**config.mk**
```make
export PLATFORM = sky130hd
export DESIGN_NAME = uart_line_editor_csi
export DESIGN_NICKNAME = d
export VERILOG_FILES = /design/src/hdl/le_pkg.sv /design/src/hdl/le_line_mem.sv /design/src/hdl/le_ctrl.sv /design/src/hdl/uart_line_editor_csi.sv
export SDC_FILE = /design/constraint.sdc
export NUM_CORES = 1
export LEC_CHECK = 0
export BUFFER_PORTS_ARGS = -buffer_cell sky130_fd_sc_hd__buf_2
export CORE_MARGIN = 5
export CORE_UTILIZATION = 59
export CTS_BUF_LIST = sky130_fd_sc_hd__clkbuf_4 sky130_fd_sc_hd__clkbuf_8
export CTS_CLUSTER_DIAMETER = 200
export DETAILED_ROUTE_END_ITERATION = 10
export GPL_TIMING_DRIVEN = 0
export PLACE_DENSITY_LB_ADDON = 0.08
export SYNTH_ARGS = -nofsm -noshare
export SYNTH_HDL_FRONTEND = slang
export SYNTH_SLANG_ARGS = --single-unit
```
**constraint.sdc**
```tcl
create_clock -name clk_i -period 11.6 [get_ports clk_i]
set_input_delay 1.16 -clock clk_i [delete_from_list [all_inputs] [get_ports clk_i]]
set_output_delay 1.16 -clock clk_i [all_outputs]
set_load 0.05 [all_outputs]
```
**src/hdl/le_pkg.sv**
```systemverilog
`timescale 1ns / 1ps
// ----------------------------------------------------------------------------
// le_pkg: shared types and constants of the serial line editor
// Byte codes, widths, sequencer states and the structs between modules.
// ----------------------------------------------------------------------------
package le_pkg;

  localparam int LINE_MAX = 64;
  localparam int IDX_W    = $clog2(LINE_MAX);
  localparam int LEN_W    = $clog2(LINE_MAX + 1);
  localparam int CNT_W    = 16;
  localparam int PROD_W   = CNT_W + 4;

  localparam logic [LEN_W-1:0] LEN_FULL = LEN_W'(LINE_MAX - 1);
  localparam logic [CNT_W-1:0] CNT_MAX  = '1;

  localparam logic [7:0] CH_BS     = 8'h08;
  localparam logic [7:0] CH_LF     = 8'h0a;
  localparam logic [7:0] CH_CR     = 8'h0d;
  localparam logic [7:0] CH_ESC    = 8'h1b;
  localparam logic [7:0] CH_DEL    = 8'h7f;
  localparam logic [7:0] CH_LBRACK = 8'h5b;
  localparam logic [7:0] CH_SEMI   = 8'h3b;
  localparam logic [7:0] CH_ZERO   = 8'h30;
  localparam logic [7:0] CH_NINE   = 8'h39;
  localparam logic [7:0] CH_UP     = 8'h41;
  localparam logic [7:0] CH_DOWN   = 8'h42;
  localparam logic [7:0] CH_RIGHT  = 8'h43;
  localparam logic [7:0] CH_LEFT   = 8'h44;

  typedef enum logic [1:0] {
    PH_NORMAL = 2'd0,
    PH_ESC    = 2'd1,
    PH_CSI    = 2'd2
  } phase_e;

  typedef enum logic [3:0] {
    S_IDLE,
    S_DEL_RD,
    S_DEL_WR,
    S_INS_RD,
    S_INS_WR,
    S_EMIT_RD,
    S_EMIT_OUT,
    S_EMIT_LF,
    S_STATUS
  } state_e;

  // one result beat
  typedef struct packed {
    logic             is_line_byte;
    logic [7:0]       line_byte;
    logic [IDX_W-1:0] cursor_pos;
    logic [LEN_W-1:0] line_length;
    logic             last;
    logic             overflow;
  } res_t;

  // line store access
  typedef struct packed {
    logic             we;
    logic [IDX_W-1:0] waddr;
    logic [7:0]       wdata;
    logic             re;
    logic [IDX_W-1:0] raddr;
  } mem_req_t;

endpackage

```
**src/hdl/le_line_mem.sv**
```systemverilog
`timescale 1ns / 1ps
// ----------------------------------------------------------------------------
// le_line_mem: line store
// One write port, one read port with registered read data.
// ----------------------------------------------------------------------------
module le_line_mem
  import le_pkg::*;
(
  input  logic     clk_i,
  input  mem_req_t req_i,
  output logic [7:0] rdata_o
);

  logic [7:0] mem_q [LINE_MAX];
  logic [7:0] rdata_q;

  always_ff @(posedge clk_i) begin
    if (req_i.we) begin
      mem_q[req_i.waddr] <= req_i.wdata;
    end
    if (req_i.re) begin
      rdata_q <= mem_q[req_i.raddr];
    end
  end

  assign rdata_o = rdata_q;

endmodule

```
**src/hdl/le_ctrl.sv**
```systemverilog
`timescale 1ns / 1ps
// ----------------------------------------------------------------------------
// le_ctrl: edit sequencer
// Decodes a byte, walks the line store one entry per read/write pair for
// insert/delete, per read and push for emission, and pushes result beats.
// ----------------------------------------------------------------------------
module le_ctrl
  import le_pkg::*;
(
  input  logic       clk_i,
  input  logic       rst_ni,
  input  logic       in_valid_i,
  output logic       in_ready_o,
  input  logic [7:0] rx_byte_i,
  input  logic       slot_free_i,
  output logic       push_o,
  output res_t       res_o,
  output mem_req_t   mem_req_o,
  input  logic [7:0] mem_rdata_i
);

  state_e           state_q, state_d;
  phase_e           phase_q, phase_d;
  logic [LEN_W-1:0] len_q, len_d;
  logic [IDX_W-1:0] cur_q, cur_d;
  logic [CNT_W-1:0] cnt_q, cnt_d;
  logic [7:0]       prev_q, prev_d;
  logic [LEN_W-1:0] idx_q, idx_d;
  logic [7:0]       byte_q, byte_d;
  logic             ovf_q, ovf_d;

  always_ff @(posedge clk_i or negedge rst_ni) begin
    if (!rst_ni) begin
      state_q <= S_IDLE;
      phase_q <= PH_NORMAL;
      len_q   <= '0;
      cur_q   <= '0;
      cnt_q   <= '0;
      prev_q  <= '0;
      idx_q   <= '0;
      ovf_q   <= 1'b0;
    end else begin
      state_q <= state_d;
      phase_q <= phase_d;
      len_q   <= len_d;
      cur_q   <= cur_d;
      cnt_q   <= cnt_d;
      prev_q  <= prev_d;
      idx_q   <= idx_d;
      ovf_q   <= ovf_d;
    end
  end

  always_ff @(posedge clk_i) begin
    byte_q <= byte_d;
  end

  assign in_ready_o = (state_q == S_IDLE);

  always_comb begin
    logic [7:0]        cb;
    logic [PROD_W-1:0] prod;
    logic [CNT_W-1:0]  mv;
    logic [LEN_W-1:0]  room;

    state_d   = state_q;
    phase_d   = phase_q;
    len_d     = len_q;
    cur_d     = cur_q;
    cnt_d     = cnt_q;
    prev_d    = prev_q;
    idx_d     = idx_q;
    byte_d    = byte_q;
    ovf_d     = ovf_q;
    push_o    = 1'b0;
    res_o     = '0;
    mem_req_o = '0;

    cb   = (rx_byte_i == CH_CR) ? CH_LF : rx_byte_i;
    prod = (PROD_W'(cnt_q) << 3) + (PROD_W'(cnt_q) << 1) + PROD_W'(cb[3:0]);
    mv   = (cnt_q == '0) ? CNT_W'(1) : cnt_q;
    room = len_q - LEN_W'(cur_q);

    case (state_q)
      S_IDLE: begin
        if (in_valid_i && !(prev_q == CH_CR && rx_byte_i == CH_LF)) begin
          prev_d = rx_byte_i;
          if (rx_byte_i == CH_BS || rx_byte_i == CH_DEL) begin
            if (cur_q != '0 && len_q != '0) begin
              idx_d   = LEN_W'(cur_q);
              state_d = S_DEL_RD;
            end
          end else if (rx_byte_i == CH_ESC) begin
            phase_d = PH_ESC;
          end else begin
            case (phase_q)
              PH_ESC: begin
                if (cb == CH_LBRACK) begin
                  phase_d = PH_CSI;
                  cnt_d   = '0;
                end else begin
                  phase_d = PH_NORMAL;
                end
              end
              PH_CSI: begin
                if (cb >= CH_ZERO && cb <= CH_NINE) begin
                  cnt_d = (prod[PROD_W-1:CNT_W] != '0) ? CNT_MAX : prod[CNT_W-1:0];
                end else if (cb == CH_SEMI) begin
                  cnt_d = '0;
                end else begin
                  phase_d = PH_NORMAL;
                  ovf_d   = 1'b0;
                  if (cb == CH_RIGHT) begin
                    if (CNT_W'(room) < mv) begin
                      cur_d = len_q[IDX_W-1:0];
                    end else begin
                      cur_d = cur_q + mv[IDX_W-1:0];
                    end
                    state_d = S_STATUS;
                  end else if (cb == CH_LEFT) begin
                    if (mv < CNT_W'(cur_q)) begin
                      cur_d = cur_q - mv[IDX_W-1:0];
                    end else begin
                      cur_d = '0;
                    end
                    state_d = S_STATUS;
                  end else if (cb == CH_UP || cb == CH_DOWN) begin
                    state_d = S_STATUS;
                  end
                end
              end
              default: begin
                phase_d = PH_NORMAL;
                if (cb == CH_LF) begin
                  idx_d   = '0;
                  state_d = S_EMIT_RD;
                end else if (len_q >= LEN_FULL) begin
                  ovf_d   = 1'b1;
                  state_d = S_STATUS;
                end else begin
                  byte_d  = cb;
                  idx_d   = len_q;
                  ovf_d   = 1'b0;
                  state_d = S_INS_RD;
                end
              end
            endcase
          end
        end
      end

      // close the gap: entry idx moves down to idx-1
      S_DEL_RD: begin
        if (idx_q < len_q) begin
          mem_req_o.re    = 1'b1;
          mem_req_o.raddr = idx_q[IDX_W-1:0];
          state_d         = S_DEL_WR;
        end else begin
          len_d   = len_q - LEN_W'(1);
          cur_d   = cur_q - IDX_W'(1);
          ovf_d   = 1'b0;
          state_d = S_STATUS;
        end
      end
      S_DEL_WR: begin
        mem_req_o.we    = 1'b1;
        mem_req_o.waddr = idx_q[IDX_W-1:0] - IDX_W'(1);
        mem_req_o.wdata = mem_rdata_i;
        idx_d           = idx_q + LEN_W'(1);
        state_d         = S_DEL_RD;
      end

      // open a gap: entry idx-1 moves up to idx, from the top down
      S_INS_RD: begin
        if (idx_q > LEN_W'(cur_q)) begin
          mem_req_o.re    = 1'b1;
          mem_req_o.raddr = idx_q[IDX_W-1:0] - IDX_W'(1);
          state_d         = S_INS_WR;
        end else begin
          mem_req_o.we    = 1'b1;
          mem_req_o.waddr = cur_q;
          mem_req_o.wdata = byte_q;
          len_d           = len_q + LEN_W'(1);
          cur_d           = cur_q + IDX_W'(1);
          state_d         = S_STATUS;
        end
      end
      S_INS_WR: begin
        mem_req_o.we    = 1'b1;
        mem_req_o.waddr = idx_q[IDX_W-1:0];
        mem_req_o.wdata = mem_rdata_i;
        idx_d           = idx_q - LEN_W'(1);
        state_d         = S_INS_RD;
      end

      S_EMIT_RD: begin
        if (idx_q < len_q) begin
          mem_req_o.re    = 1'b1;
          mem_req_o.raddr = idx_q[IDX_W-1:0];
          state_d         = S_EMIT_OUT;
        end else begin
          state_d = S_EMIT_LF;
        end
      end
      S_EMIT_OUT: begin
        if (slot_free_i) begin
          push_o             = 1'b1;
          res_o.is_line_byte = 1'b1;
          res_o.line_byte    = mem_rdata_i;
          idx_d              = idx_q + LEN_W'(1);
          state_d            = S_EMIT_RD;
        end
      end
      S_EMIT_LF: begin
        if (slot_free_i) begin
          push_o             = 1'b1;
          res_o.is_line_byte = 1'b1;
          res_o.line_byte    = CH_LF;
          res_o.last         = 1'b1;
          len_d              = '0;
          cur_d              = '0;
          state_d            = S_IDLE;
        end
      end

      S_STATUS: begin
        if (slot_free_i) begin
          push_o            = 1'b1;
          res_o.cursor_pos  = cur_q;
          res_o.line_length = len_q;
          res_o.last        = 1'b1;
          res_o.overflow    = ovf_q;
          state_d           = S_IDLE;
        end
      end

      default: begin
        state_d = S_IDLE;
      end
    endcase
  end

endmodule

```
**src/hdl/uart_line_editor_csi.sv**
```systemverilog
`timescale 1ns / 1ps
// ----------------------------------------------------------------------------
// uart_line_editor_csi: serial line editor with ANSI cursor keys
// Edits one line from received bytes; emits status beats and finished lines.
// ----------------------------------------------------------------------------
//
//   channel | handshake              | payload
//   --------+------------------------+--------------------------------------
//   in      | in_valid_i / in_ready_o| rx_byte_i
//   out     | out_valid_o/out_ready_i| is_line_byte_o, line_byte_o,
//           |                        | cursor_pos_o, line_length_o, last_o,
//           |                        | overflow_o
//
// An insert or delete shifts the entries past the cursor one read/write
//   pair at a time through the single read port of the line store. A line
//   end gives one beat per held byte and one for the closing LF.
// Reset clears the line to empty and the parser to its normal phase at once.
// in_ready_o is high only while the sequencer is idle. A result beat sits in
//   the output register; a stalled out_ready_i holds the sequencer.
//
module uart_line_editor_csi
  import le_pkg::*;
(
  input  logic             clk_i,
  input  logic             rst_ni,
  input  logic             in_valid_i,
  output logic             in_ready_o,
  input  logic [7:0]       rx_byte_i,
  output logic             out_valid_o,
  input  logic             out_ready_i,
  output logic             is_line_byte_o,
  output logic [7:0]       line_byte_o,
  output logic [IDX_W-1:0] cursor_pos_o,
  output logic [LEN_W-1:0] line_length_o,
  output logic             last_o,
  output logic             overflow_o
);

  logic     slot_free;
  logic     push;
  res_t     res;
  res_t     out_q;
  logic     out_valid_q;
  mem_req_t mem_req;
  logic [7:0] mem_rdata;

  // the output register can take a new beat if empty or draining now
  assign slot_free = !out_valid_q || out_ready_i;

  le_ctrl u_ctrl (
    .clk_i       (clk_i),
    .rst_ni      (rst_ni),
    .in_valid_i  (in_valid_i),
    .in_ready_o  (in_ready_o),
    .rx_byte_i   (rx_byte_i),
    .slot_free_i (slot_free),
    .push_o      (push),
    .res_o       (res),
    .mem_req_o   (mem_req),
    .mem_rdata_i (mem_rdata)
  );

  le_line_mem u_mem (
    .clk_i   (clk_i),
    .req_i   (mem_req),
    .rdata_o (mem_rdata)
  );

  always_ff @(posedge clk_i or negedge rst_ni) begin
    if (!rst_ni) begin
      out_valid_q <= 1'b0;
    end else if (push) begin
      out_valid_q <= 1'b1;
    end else if (out_ready_i) begin
      out_valid_q <= 1'b0;
    end
  end

  always_ff @(posedge clk_i) begin
    if (push) begin
      out_q <= res;
    end
  end

  assign out_valid_o    = out_valid_q;
  assign is_line_byte_o = out_q.is_line_byte;
  assign line_byte_o    = out_q.line_byte;
  assign cursor_pos_o   = out_q.cursor_pos;
  assign line_length_o  = out_q.line_length;
  assign last_o         = out_q.last;
  assign overflow_o     = out_q.overflow;

endmodule

```
==> impl_results.md, run 1 <==
* Mean area per synthesized cell at 12.2 um2
* FFs w/ async S/R, synth at 0.0861
* Dpl hpwl at 53600 um
* Source of the worst register-to-register timing path: u_ctrl.idx_q[0]$_DFFE_PN0P_
* Final core utilization at 0.660
* Starting density of the core at 0.595
* Crit path max fanout at 12
* Worst Max-Slew Pin Slew at 1380 ps
* Post-layout net count at 2568
* Number of distinct library cells after synthesis at 85
* Hold_buf cts at 0
* Routability congestion estimate at 0.946
* Remaining global-route overflow at 0
* Drt initial violations at 2413
* Layout cell share with drive strength beyond 1 at 0.122
* Required @ worst endpoint at 12180 ps
* Result of the run: finished clean
* Flip-flop and latch count after synthesis at 604
* DR vias at 20356
* Slew Limit Fails at 0
* Post-route fraction of the period consumed by the critical path at 0.488
* Die extent in y at 229 um
* Number of global-route vias before repair at 19831
* Routed wire length at 79200 um
* Cells after synthesis at 2319
* Initial antenna violation count at 1
* Final non-filler cell total at 3155
* Max-cap violation count at 0
* Minimum period implied by the final worst setup slack at 5660 ps
* Setup violation total in the final timing report at 0
* Resized Gates After CTS at 0
* Maximum number of buffers from clock root to sink at 3
* Number of warnings issued by yosys at 0
* Endpoint of the worst-slack reg-to-reg timing path: u_mem.rdata_o[2]$_DFFE_PP_
* Number of buffers added on ports at 36
* Horizontal die dimension at 229 um
* Number of nets with antenna violations after routing at 0
* Area Growth Syn to Fin at 10.9%
* Total routing resource utilization after global routing at 0.296
* Avg WL per Cell at 25.1 um
* Final hold viol count at 0
* Worst max-slew margin expressed relative to the limit at 0.0784
* Endpoint class of the critical path: flop
* TritonCTS clock tree: built
* Core ar. at 47600 um2
* Nets in the synthesized netlist at 2427
* Source-to-sink clock delay at the later pin of the worst-skew pair at 720 ps
* Number of core rows at 80
* Most used flip-flop cell after synthesis: sky130_fd_sc_hd__edfxtp_1
* H-tree depth at 3
* RSZ-0062 raised after global routing: no
* Inserted Clock Buffers at 96
* Reported leakage power at 0.0116 uW
* Post-Route Skew at 29.5 ps
* Power density of the placed cells at 249 nW/um2
* Highest achievable clock rate at 0.177 GHz
* Critical path start-end classification: reg2reg
* First-pass GRT wire length at 119000 um
* Maximum vdd ir drop at 0.162 mV
* Register-to-register setup slack at 5940 ps
* Post-synthesis sequential area ratio at 0.631
* Register Area at 17900 um2
* 1st-pass router iterations at 6
* Post-synthesis instance area at 28300 um2
* Total I/O pin count at 38
* Clock-pin slew on the worst setup and hold paths at 60 ps
* Number of filler instances in the final layout at 3591
* Buffer type at the clock tree root: sky130_fd_sc_hd__clkbuf_8
* Clock Sink Count at 604
* Nature of the critical path startpoint: flop
* Placed Cells at 2977
* Via-to-Cell Ratio at 6.45
* Area of the die at 52500 um2
* Number of remaining DRC errors at 0
* Pin count of the biggest net entering global routing at 65
* Arrival time of the worst setup path at 6250 ps
* Sum of negative setup slack at 0 ps
* Count of buffers added by post-CTS timing repair for setup at 0
* Number of enable-type register cells in the synthesized netlist at 552
* Area occupied by multi-input gates at 9540 um2
* Depth of the most critical reg-to-reg path at 16
* Path class of the lowest-slack min-delay path: in2async
where the power goes:
group	leakage [uW]	internal [uW]	switching, uW
clock	0.00103	1000	865
combinational	0.00473	949	2100
sequential	0.00579	2780	133
final cells by class:
class                           instances  area share
Timing Repair Buffer                   43      0.0105
Multi-Input combinational cell       1502       0.303
Clock buffer                          126      0.0498
Tap cell                              615      0.0245
Inverter                               58     0.00693
Antenna cell                            1   0.0000796
Clock inverter                         51      0.0127
Sequential cell                       604       0.569
Buffer                                155      0.0233
sequential cells by signal, summed over array words and instances, names as in the netlist, 2 cells and up:
register and cells:
u_ctrl.idx_q 7, u_ctrl.phase_q 2, u_mem.rdata_o 8, u_ctrl.state_q 4, line_length_o 7, u_ctrl.prev_q 8, line_byte_o 8, u_mem.mem_q 512
u_ctrl.cur_q 6, u_ctrl.byte_q 8, u_ctrl.len_q 7, cursor_pos_o 6, u_ctrl.cnt_q 16
through the flow:
step	setup slack (ps)	hold slack, ps	cell area [um2]	power (uW)
finish	5940	493	31400	7820
CTS	6220	507	31400	7780
global route	5900	524	31400	8180
floorplan	6950	472	28300	4890
global placement	5310	489	29300	5820
detailed placement	6140	494	29500	5930
cells in the final DEF (no fill, tap or decap), types with 12 or more instances in the layout:
cell	instances
sky130_fd_sc_hd__clkbuf_4	27
sky130_fd_sc_hd__a22o_1	20
sky130_fd_sc_hd__mux2i_1	15
sky130_fd_sc_hd__a21oi_1	173
sky130_fd_sc_hd__edfxtp_1	552
sky130_fd_sc_hd__a32oi_1	17
sky130_fd_sc_hd__dfrtp_1	52
sky130_fd_sc_hd__a21o_1	25
sky130_fd_sc_hd__clkbuf_8	99
sky130_fd_sc_hd__a221o_1	20
sky130_fd_sc_hd__nand3_1	125
sky130_fd_sc_hd__xnor2_1	28
sky130_fd_sc_hd__clkinv_1	25
sky130_fd_sc_hd__nand4_1	21
sky130_fd_sc_hd__nor3_1	23
sky130_fd_sc_hd__clkinv_2	13
sky130_fd_sc_hd__a22oi_1	48
sky130_fd_sc_hd__nor2_1	119
sky130_fd_sc_hd__buf_2	89
sky130_fd_sc_hd__and2_1	21
sky130_fd_sc_hd__o221ai_1	17
sky130_fd_sc_hd__clkbuf_1	73
sky130_fd_sc_hd__ha_1	88
sky130_fd_sc_hd__nand2_1	360
sky130_fd_sc_hd__o21a_1	16
sky130_fd_sc_hd__o21ai_0	49
sky130_fd_sc_hd__o22ai_1	14
sky130_fd_sc_hd__inv_1	57
sky130_fd_sc_hd__o31a_1	43
sky130_fd_sc_hd__and3_1	14
sky130_fd_sc_hd__buf_1	12
sky130_fd_sc_hd__nand2b_1	14
sky130_fd_sc_hd__nor2b_1	14
sky130_fd_sc_hd__a221oi_1	48
cell usage after synthesis, types with 7 or more instances:
cell / instances / area share
sky130_fd_sc_hd__o22ai_1: 14 / 0.0031
sky130_fd_sc_hd__a221o_1: 20 / 0.0071
sky130_fd_sc_hd__a21o_1: 25 / 0.0066
sky130_fd_sc_hd__buf_2: 54 / 0.0095
sky130_fd_sc_hd__nor3_1: 23 / 0.0041
sky130_fd_sc_hd__a221oi_1: 48 / 0.015
sky130_fd_sc_hd__nand2_1: 360 / 0.048
sky130_fd_sc_hd__o211ai_1: 11 / 0.0029
sky130_fd_sc_hd__nand2b_1: 14 / 0.0031
sky130_fd_sc_hd__edfxtp_1: 552 / 0.58
sky130_fd_sc_hd__buf_1: 12 / 0.0016
sky130_fd_sc_hd__nand4_1: 21 / 0.0046
sky130_fd_sc_hd__nor2b_1: 14 / 0.0031
sky130_fd_sc_hd__a32o_1: 8 / 0.0028
sky130_fd_sc_hd__xnor2_1: 28 / 0.0087
sky130_fd_sc_hd__o21a_1: 16 / 0.0042
sky130_fd_sc_hd__o221ai_1: 17 / 0.0053
sky130_fd_sc_hd__buf_4: 10 / 0.0026
sky130_fd_sc_hd__a22o_1: 28 / 0.0087
sky130_fd_sc_hd__xor2_1: 11 / 0.0034
sky130_fd_sc_hd__nand3_1: 125 / 0.022
sky130_fd_sc_hd__and2_1: 21 / 0.0046
sky130_fd_sc_hd__nor2_1: 120 / 0.016
sky130_fd_sc_hd__mux2i_1: 15 / 0.0053
sky130_fd_sc_hd__a22oi_1: 48 / 0.013
sky130_fd_sc_hd__a32oi_1: 17 / 0.0053
sky130_fd_sc_hd__o31a_1: 43 / 0.013
sky130_fd_sc_hd__a31oi_1: 7 / 0.0015
sky130_fd_sc_hd__and3_1: 14 / 0.0031
sky130_fd_sc_hd__o31ai_1: 7 / 0.0019
sky130_fd_sc_hd__mux2_2: 10 / 0.0040
sky130_fd_sc_hd__a21oi_1: 173 / 0.031
sky130_fd_sc_hd__ha_1: 88 / 0.039
sky130_fd_sc_hd__o21bai_1: 8 / 0.0021
sky130_fd_sc_hd__o21ai_0: 49 / 0.0087
sky130_fd_sc_hd__fa_1: 8 / 0.0057
sky130_fd_sc_hd__clkbuf_1: 73 / 0.0097
sky130_fd_sc_hd__dfrtp_1: 52 / 0.046
sky130_fd_sc_hd__o2111ai_1: 7 / 0.0022
sky130_fd_sc_hd__inv_1: 57 / 0.0076
cell families (layout without fill, tap and decap cells):
group,after synthesis,in the layout,share of synthesized area
AOI/OAI and AO/OA,591,591,0.149
xor gates and xnor gates,39,39,0.0121
adders and majority gates,96,96,0.0445
buffers and inverters,213,433,0.0335
DFF,604,604,0.631
muxes,25,25,0.00927
other,0,1,0
and+or+nand+nor,751,751,0.120
per-layer routing:
layer	part of all wire	global-route usage	vias to the layer above	wire [um]
met5	0	0	-	0
met4	0.041	0.112	0	3220
met3	0.093	0.0666	205	7410
met2	0.47	0.478	1074	37200
met1	0.40	0.397	9959	31400
li1	-	-	9118	-
worst max-delay path, stage by stage (launching register included):
cell	delay, ps
sky130_fd_sc_hd__dfrtp_1	450
sky130_fd_sc_hd__inv_1	210
sky130_fd_sc_hd__clkbuf_1	530
sky130_fd_sc_hd__clkbuf_1	600
sky130_fd_sc_hd__ha_1	250
sky130_fd_sc_hd__nand3b_1	100
sky130_fd_sc_hd__a21oi_1	140
sky130_fd_sc_hd__o211ai_2	530
sky130_fd_sc_hd__o31a_1	230
sky130_fd_sc_hd__buf_4	180
sky130_fd_sc_hd__buf_4	210
sky130_fd_sc_hd__buf_2	260
sky130_fd_sc_hd__a21oi_1	100
sky130_fd_sc_hd__a22oi_1	460
sky130_fd_sc_hd__o2111ai_1	300
sky130_fd_sc_hd__nor3_1	700
sky130_fd_sc_hd__and3_1	270
worst max path at each step:
stage / slack [ps] / cells after the start / startpoint / endpoint
floorplan: 6950 / 17 / rx_byte_i[5] / u_ctrl.cnt_q[1]$_DFFE_PN0P_
global placement: 5310 / 12 / u_ctrl.idx_q[0]$_DFFE_PN0P_ / u_mem.mem_q[52][1]$_DFFE_PP_
detailed placement: 6140 / 18 / rx_byte_i[5] / u_ctrl.cnt_q[12]$_DFFE_PN0P_
CTS: 6220 / 15 / u_ctrl.idx_q[0]$_DFFE_PN0P_ / u_mem.rdata_o[2]$_DFFE_PP_
global route: 5900 / 16 / u_ctrl.idx_q[0]$_DFFE_PN0P_ / u_mem.rdata_o[1]$_DFFE_PP_
finish: 5940 / 16 / u_ctrl.idx_q[0]$_DFFE_PN0P_ / u_mem.rdata_o[2]$_DFFE_PP_
No activity file was read; power rests on OpenSTA's default activity.
==> inputs of run 2 (changes only) <==
--- a/config.mk
+++ b/config.mk
@@ -5,6 +5,7 @@
 export SDC_FILE = /design/constraint.sdc
 export NUM_CORES = 1
 export LEC_CHECK = 0
+export ABC_AREA = 1
 export BUFFER_PORTS_ARGS = -buffer_cell sky130_fd_sc_hd__buf_2
 export CORE_MARGIN = 5
 export CORE_UTILIZATION = 59
==> constraint.sdc (replaced) <==
create_clock -name clk_i -period 5.7 [get_ports clk_i]
set_input_delay 0.57 -clock clk_i [delete_from_list [all_inputs] [get_ports clk_i]]
set_output_delay 0.57 -clock clk_i [all_outputs]
set_load 0.05 [all_outputs]
==> run 2 against run 1 <==
  * Combinational power up 110%
  * Register-to-register slack worse by 4800 ps
  * Sequential share of layout area down 4.0 points
  * Largest power group unchanged
  * Critical endpoint is now u_mem.mem_q[43][6]$_DFFE_PP_
  * Synthesized cell count up 36%
  * Clock skew up 12 ps
  * Cell count up 29%
==> impl_results.md, run 2 <==
* Remaining global-route overflow at 0 (unchanged)
* Cells after synthesis at 3165 (+36%)
* Nets in the synthesized netlist at 3273 (+35%)
* Avg WL per Cell at 20.7 um (-17%)
* Source of the critical timing path: u_ctrl.cur_q[1]$_DFFE_PN0P_
* Initial antenna violation count at 1 (unchanged)
* Inserted Clock Buffers at 98 (+2.1%)
* Via-to-Cell Ratio at 5.63 (-13%)
* Cell family contributing the most delay on the critical path: simple AND/OR/NAND/NOR gates
* Flip-flop and latch count after synthesis at 604 (unchanged)
* Dpl hpwl at 60500 um (+13%)
* Crit path max fanout at 9 (-3)
* Hold_buf cts at 0 (unchanged)
* Post-synthesis instance area at 30300 um2 (+7.1%)
* Count of buffering cells on the critical path with inverters included at 4 (-2)
* Number of filler instances in the final layout at 4069 (+13%)
* Setup violation total in the final timing report at 0 (unchanged)
* Worst Max-Slew Pin Slew at 1180 ps (-204 ps)
* Routability congestion estimate at 0.962 (+1.7%)
* Slew Limit Fails at 0 (unchanged)
* Share of Yosys cell area claimed by the top area cell type at 0.546 (-0.0386)
* Register-to-register setup slack at 1180 ps (-4760 ps)
* Placed Cells at 3899 (+31%)
* Area of the die at 56100 um2 (+6.8%)
* Net Sw Frac at 0.403 (+0.00758)
* Finished layout cell area at 33800 um2 (+7.6%)
* Cell taking the most area after synthesis: sky130_fd_sc_hd__edfxtp_1
* Layout cell share with drive strength beyond 1 at 0.102 (-0.0200)
* Number of warnings issued by yosys at 0 (unchanged)
* Number of core rows at 83 (+3.8%)
* Power density of the placed cells at 469 nW/um2 (+89%)
* Total I/O pin count at 38 (unchanged)
* Most used cell, CP: sky130_fd_sc_hd__nand2_1
* Starting density of the core at 0.594 (-0.000960)
* Final non-filler cell total at 4082 (+29%)
* Commonest cells post-synth: sky130_fd_sc_hd__nand2_1 (688), sky130_fd_sc_hd__inv_1 (566), sky130_fd_sc_hd__edfxtp_1 (552)
* Nature of the critical path startpoint: flop
* Number of flip-flops in the largest register at 512 (unchanged)
* Mean area per synthesized cell at 9.59 um2 (-22%)
* Number of enable-type register cells in the synthesized netlist at 552 (unchanged)
* Buffer type at the clock tree root: sky130_fd_sc_hd__clkbuf_8
* Switching power of the nets at 6400 uW (+110%)
* DR vias at 22964 (+13%)
* Most common cell in the synthesized netlist: sky130_fd_sc_hd__nand2_1
* Highest achievable clock rate at 0.221 GHz (+25%)
* Pin count of the biggest net entering global routing at 53 (-18%)
* Minimum period implied by the final worst setup slack at 4520 ps (-1140 ps)
* RSZ-0062 raised after global routing: no
* Combinational cell fraction of total power at 0.399 (+0.010)
* Horizontal die dimension at 237 um (+3.3%)
* Critical path start-end classification: reg2reg
* Endpoint class of the critical path: flop
* Area contributors post-synth: sky130_fd_sc_hd__edfxtp_1 (55%), sky130_fd_sc_hd__nand3_1 (8.8%), sky130_fd_sc_hd__nand2_1 (8.5%), sky130_fd_sc_hd__inv_1 (7.0%), sky130_fd_sc_hd__dfrtp_1 (4.3%)
* Drt initial violations at 2545 (+5.5%)
* Source of the worst register-to-register timing path: u_ctrl.cur_q[1]$_DFFE_PN0P_
* Resized Gates After CTS at 0 (unchanged)
* Required @ worst endpoint at 6020 ps (-6160 ps)
* Clock Sink Count at 604 (unchanged)
* Maximum vdd ir drop at 0.321 mV (+98%)
* Most used flip-flop cell after synthesis: sky130_fd_sc_hd__edfxtp_1
* Sequential share of power at 0.362 (-0.010)
* Post-layout net count at 3428 (+33%)
* Count of buffers added by post-CTS timing repair for setup at 0 (unchanged)
* Max-cap violation count at 0 (unchanged)
* Leading cell types in the layout, fill and taps excluded: sky130_fd_sc_hd__nand2_1 (688), sky130_fd_sc_hd__inv_1 (566), sky130_fd_sc_hd__edfxtp_1 (552)
* Number of distinct library cells after synthesis at 51 (-40%)
* Slowest stage delay, CP at 860 ps (+160 ps)
* Arrival time of the worst setup path at 4840 ps (-1410 ps)
* 1st-pass router iterations at 5 (-1)
* Post-synthesis sequential area ratio at 0.589 (-0.0416)
* Cells along the critical path: inv_1 > ha_1 > nand2_1 > o21ai_0 > nand2_1 > nand2_1 > nand2_1 > inv_2 > nor2_4 > inv_2 > o21ai_1 > inv_1 > nor2_1 > nand2_1 > nor2_1
* Number of buffers added on ports at 37 (+2.8%)
* Post-Route Skew at 41.5 ps (+12.0 ps)
* Worst max-slew margin expressed relative to the limit at 0.214 (+0.136)
* Number of remaining DRC errors at 0 (unchanged)
* First-pass GRT wire length at 128000 um (+7.1%)
* Source-to-sink clock delay at the later pin of the worst-skew pair at 730 ps (about the same)
* Post-Place Cell Area at 31900 um2 (+8.1%)
* Clock network fraction of design power at 0.239 (about the same)
* Min-Delay Startpoint: rx_byte_i[3]
* FFs w/ async S/R, synth at 0.0861 (unchanged)
* H-tree depth at 3 (unchanged)
* Die extent in y at 237 um (+3.3%)
* Number of global-route vias before repair at 22095 (+11%)
* Cell Int Power at 9470 uW (+100%)
* Path class of the lowest-slack min-delay path: in2reg
* Final hold viol count at 0 (unchanged)
* Result of the run: finished clean
* Post-route fraction of the period consumed by the critical path at 0.793 (+0.305)
* Routed wire length at 84700 um (+6.9%)
* Largest registers: u_mem.mem_q (512), u_ctrl.cnt_q (16)
* Number of nets with antenna violations after routing at 0 (unchanged)
* Core ar. at 51100 um2 (+7.2%)
* TritonCTS clock tree: built
* Clock-pin slew on the worst setup and hold paths at 60 ps (about the same)
* Critical path's slowest cell: sky130_fd_sc_hd__nor2_1
* Reported leakage power at 0.0149 uW (+29%)
* Most frequent standard cell in the layout excluding fill and tap cells: sky130_fd_sc_hd__nand2_1
* Area Growth Syn to Fin at 11.5%
* Register with the highest flop count: u_mem.mem_q
* Total routing resource utilization after global routing at 0.298 (+0.00187)
* Maximum number of buffers from clock root to sink at 3 (unchanged)
==> run 2: changes by cell type after synthesis, moves of 36 or more <==
cell	before	now
sky130_fd_sc_hd__inv_1	57	566
sky130_fd_sc_hd__nand3_1	125	532
sky130_fd_sc_hd__nand2_1	360	688
sky130_fd_sc_hd__a21oi_1	173	57
sky130_fd_sc_hd__nor2_1	120	182
sky130_fd_sc_hd__nand3b_1	5	65
sky130_fd_sc_hd__a221oi_1	48	2
sky130_fd_sc_hd__a22oi_1	48	3
sky130_fd_sc_hd__o31a_1	43	0
sky130_fd_sc_hd__clkbuf_1	73	37
==> run 2: cells by family after synthesis <==
| group | after synthesis | synth area share |
|---|---|---|
| DFF | 604 | 0.589 |
| adders and majority gates | 96 | 0.0416 |
| AOI/OAI and AO/OA | 191 | 0.0353 |
| and+or+nand+nor | 1521 | 0.225 |
| buffers and inverters | 708 | 0.0960 |
| xor gates and xnor gates | 43 | 0.0124 |
| muxes | 2 | 0.000742 |
==> run 2: cell type report <==
class                           count  area [um2]  area share
Timing Repair Buffer               55         578      0.0171
Clock buffer                      132        1630      0.0481
Inverter                          577        2170      0.0640
Antenna cell                        2        5.00    0.000148
Multi-Input combinational cell   1853        9640       0.285
Sequential cell                   604       17900       0.528
Tap cell                          680         851      0.0251
Clock inverter                     48         335     0.00991
Buffer                            131         748      0.0221
==> run 2: routing by layer <==
metal,vias to the layer above,track usage,share of wire
met4,0,0.121,0.041
li1,10749,-,-
met5,-,0,0
met1,10802,0.412,0.40
met3,210,0.0521,0.093
met2,1203,0.473,0.46
==> run 2: power by group through the flow <==
stage | logic (uW) | clock network (uW) | registers (uW)
floorplan | 3810 | 0 | 6000
global placement | 5780 | 0 | 6020
detailed placement | 6180 | 0 | 5840
CTS | 6210 | 3840 | 5750
global route | 6880 | 4050 | 5780
finish | 6330 | 3790 | 5750
==> run 2: stage by stage <==
stage | power [uW] | util | setup WS [ps] | TNS, ps | hold WS [ps]
6_report | 15900 | 0.662 | 1180 | 0 | 162
5_1_grt | 16700 | 0.662 | 955 | 0 | 171
4_1_cts | 15800 | 0.662 | 1310 | 0 | 113
3_5_place_dp | 12000 | 0.623 | 1300 | 0 | 473
3_3_place_gp | 11800 | 0.614 | -4490 | -1957870 | 467
2_1_floorplan | 9810 | - | 1440 | 0 | 274
==> run 2: path summary, 6_finish.rpt <==
| kind | endpoint | depth (start not counted) |
|---|---|---|
| worst max-delay path | u_mem.mem_q[43][6]$_DFFE_PP_ | 15 |
| worst max register to register | u_mem.mem_q[43][6]$_DFFE_PP_ | 15 |
| min in group asynchronous | u_ctrl.cnt_q[10]$_DFFE_PN0P_ | 2 |
| worst min register to register | u_ctrl.ovf_q$_DFFE_PN0P_ | 2 |
| max in group asynchronous | u_ctrl.len_q[4]$_DFFE_PN0P_ | 2 |
| worst min-delay path | u_ctrl.prev_q[3]$_DFFE_PN0P_ | 3 |
==> run 2: tightest hold or removal path, stage by stage <==
cell and delay, ps:
sky130_fd_sc_hd__buf_2 130, sky130_fd_sc_hd__nand2_1 60, sky130_fd_sc_hd__o21ai_0 60
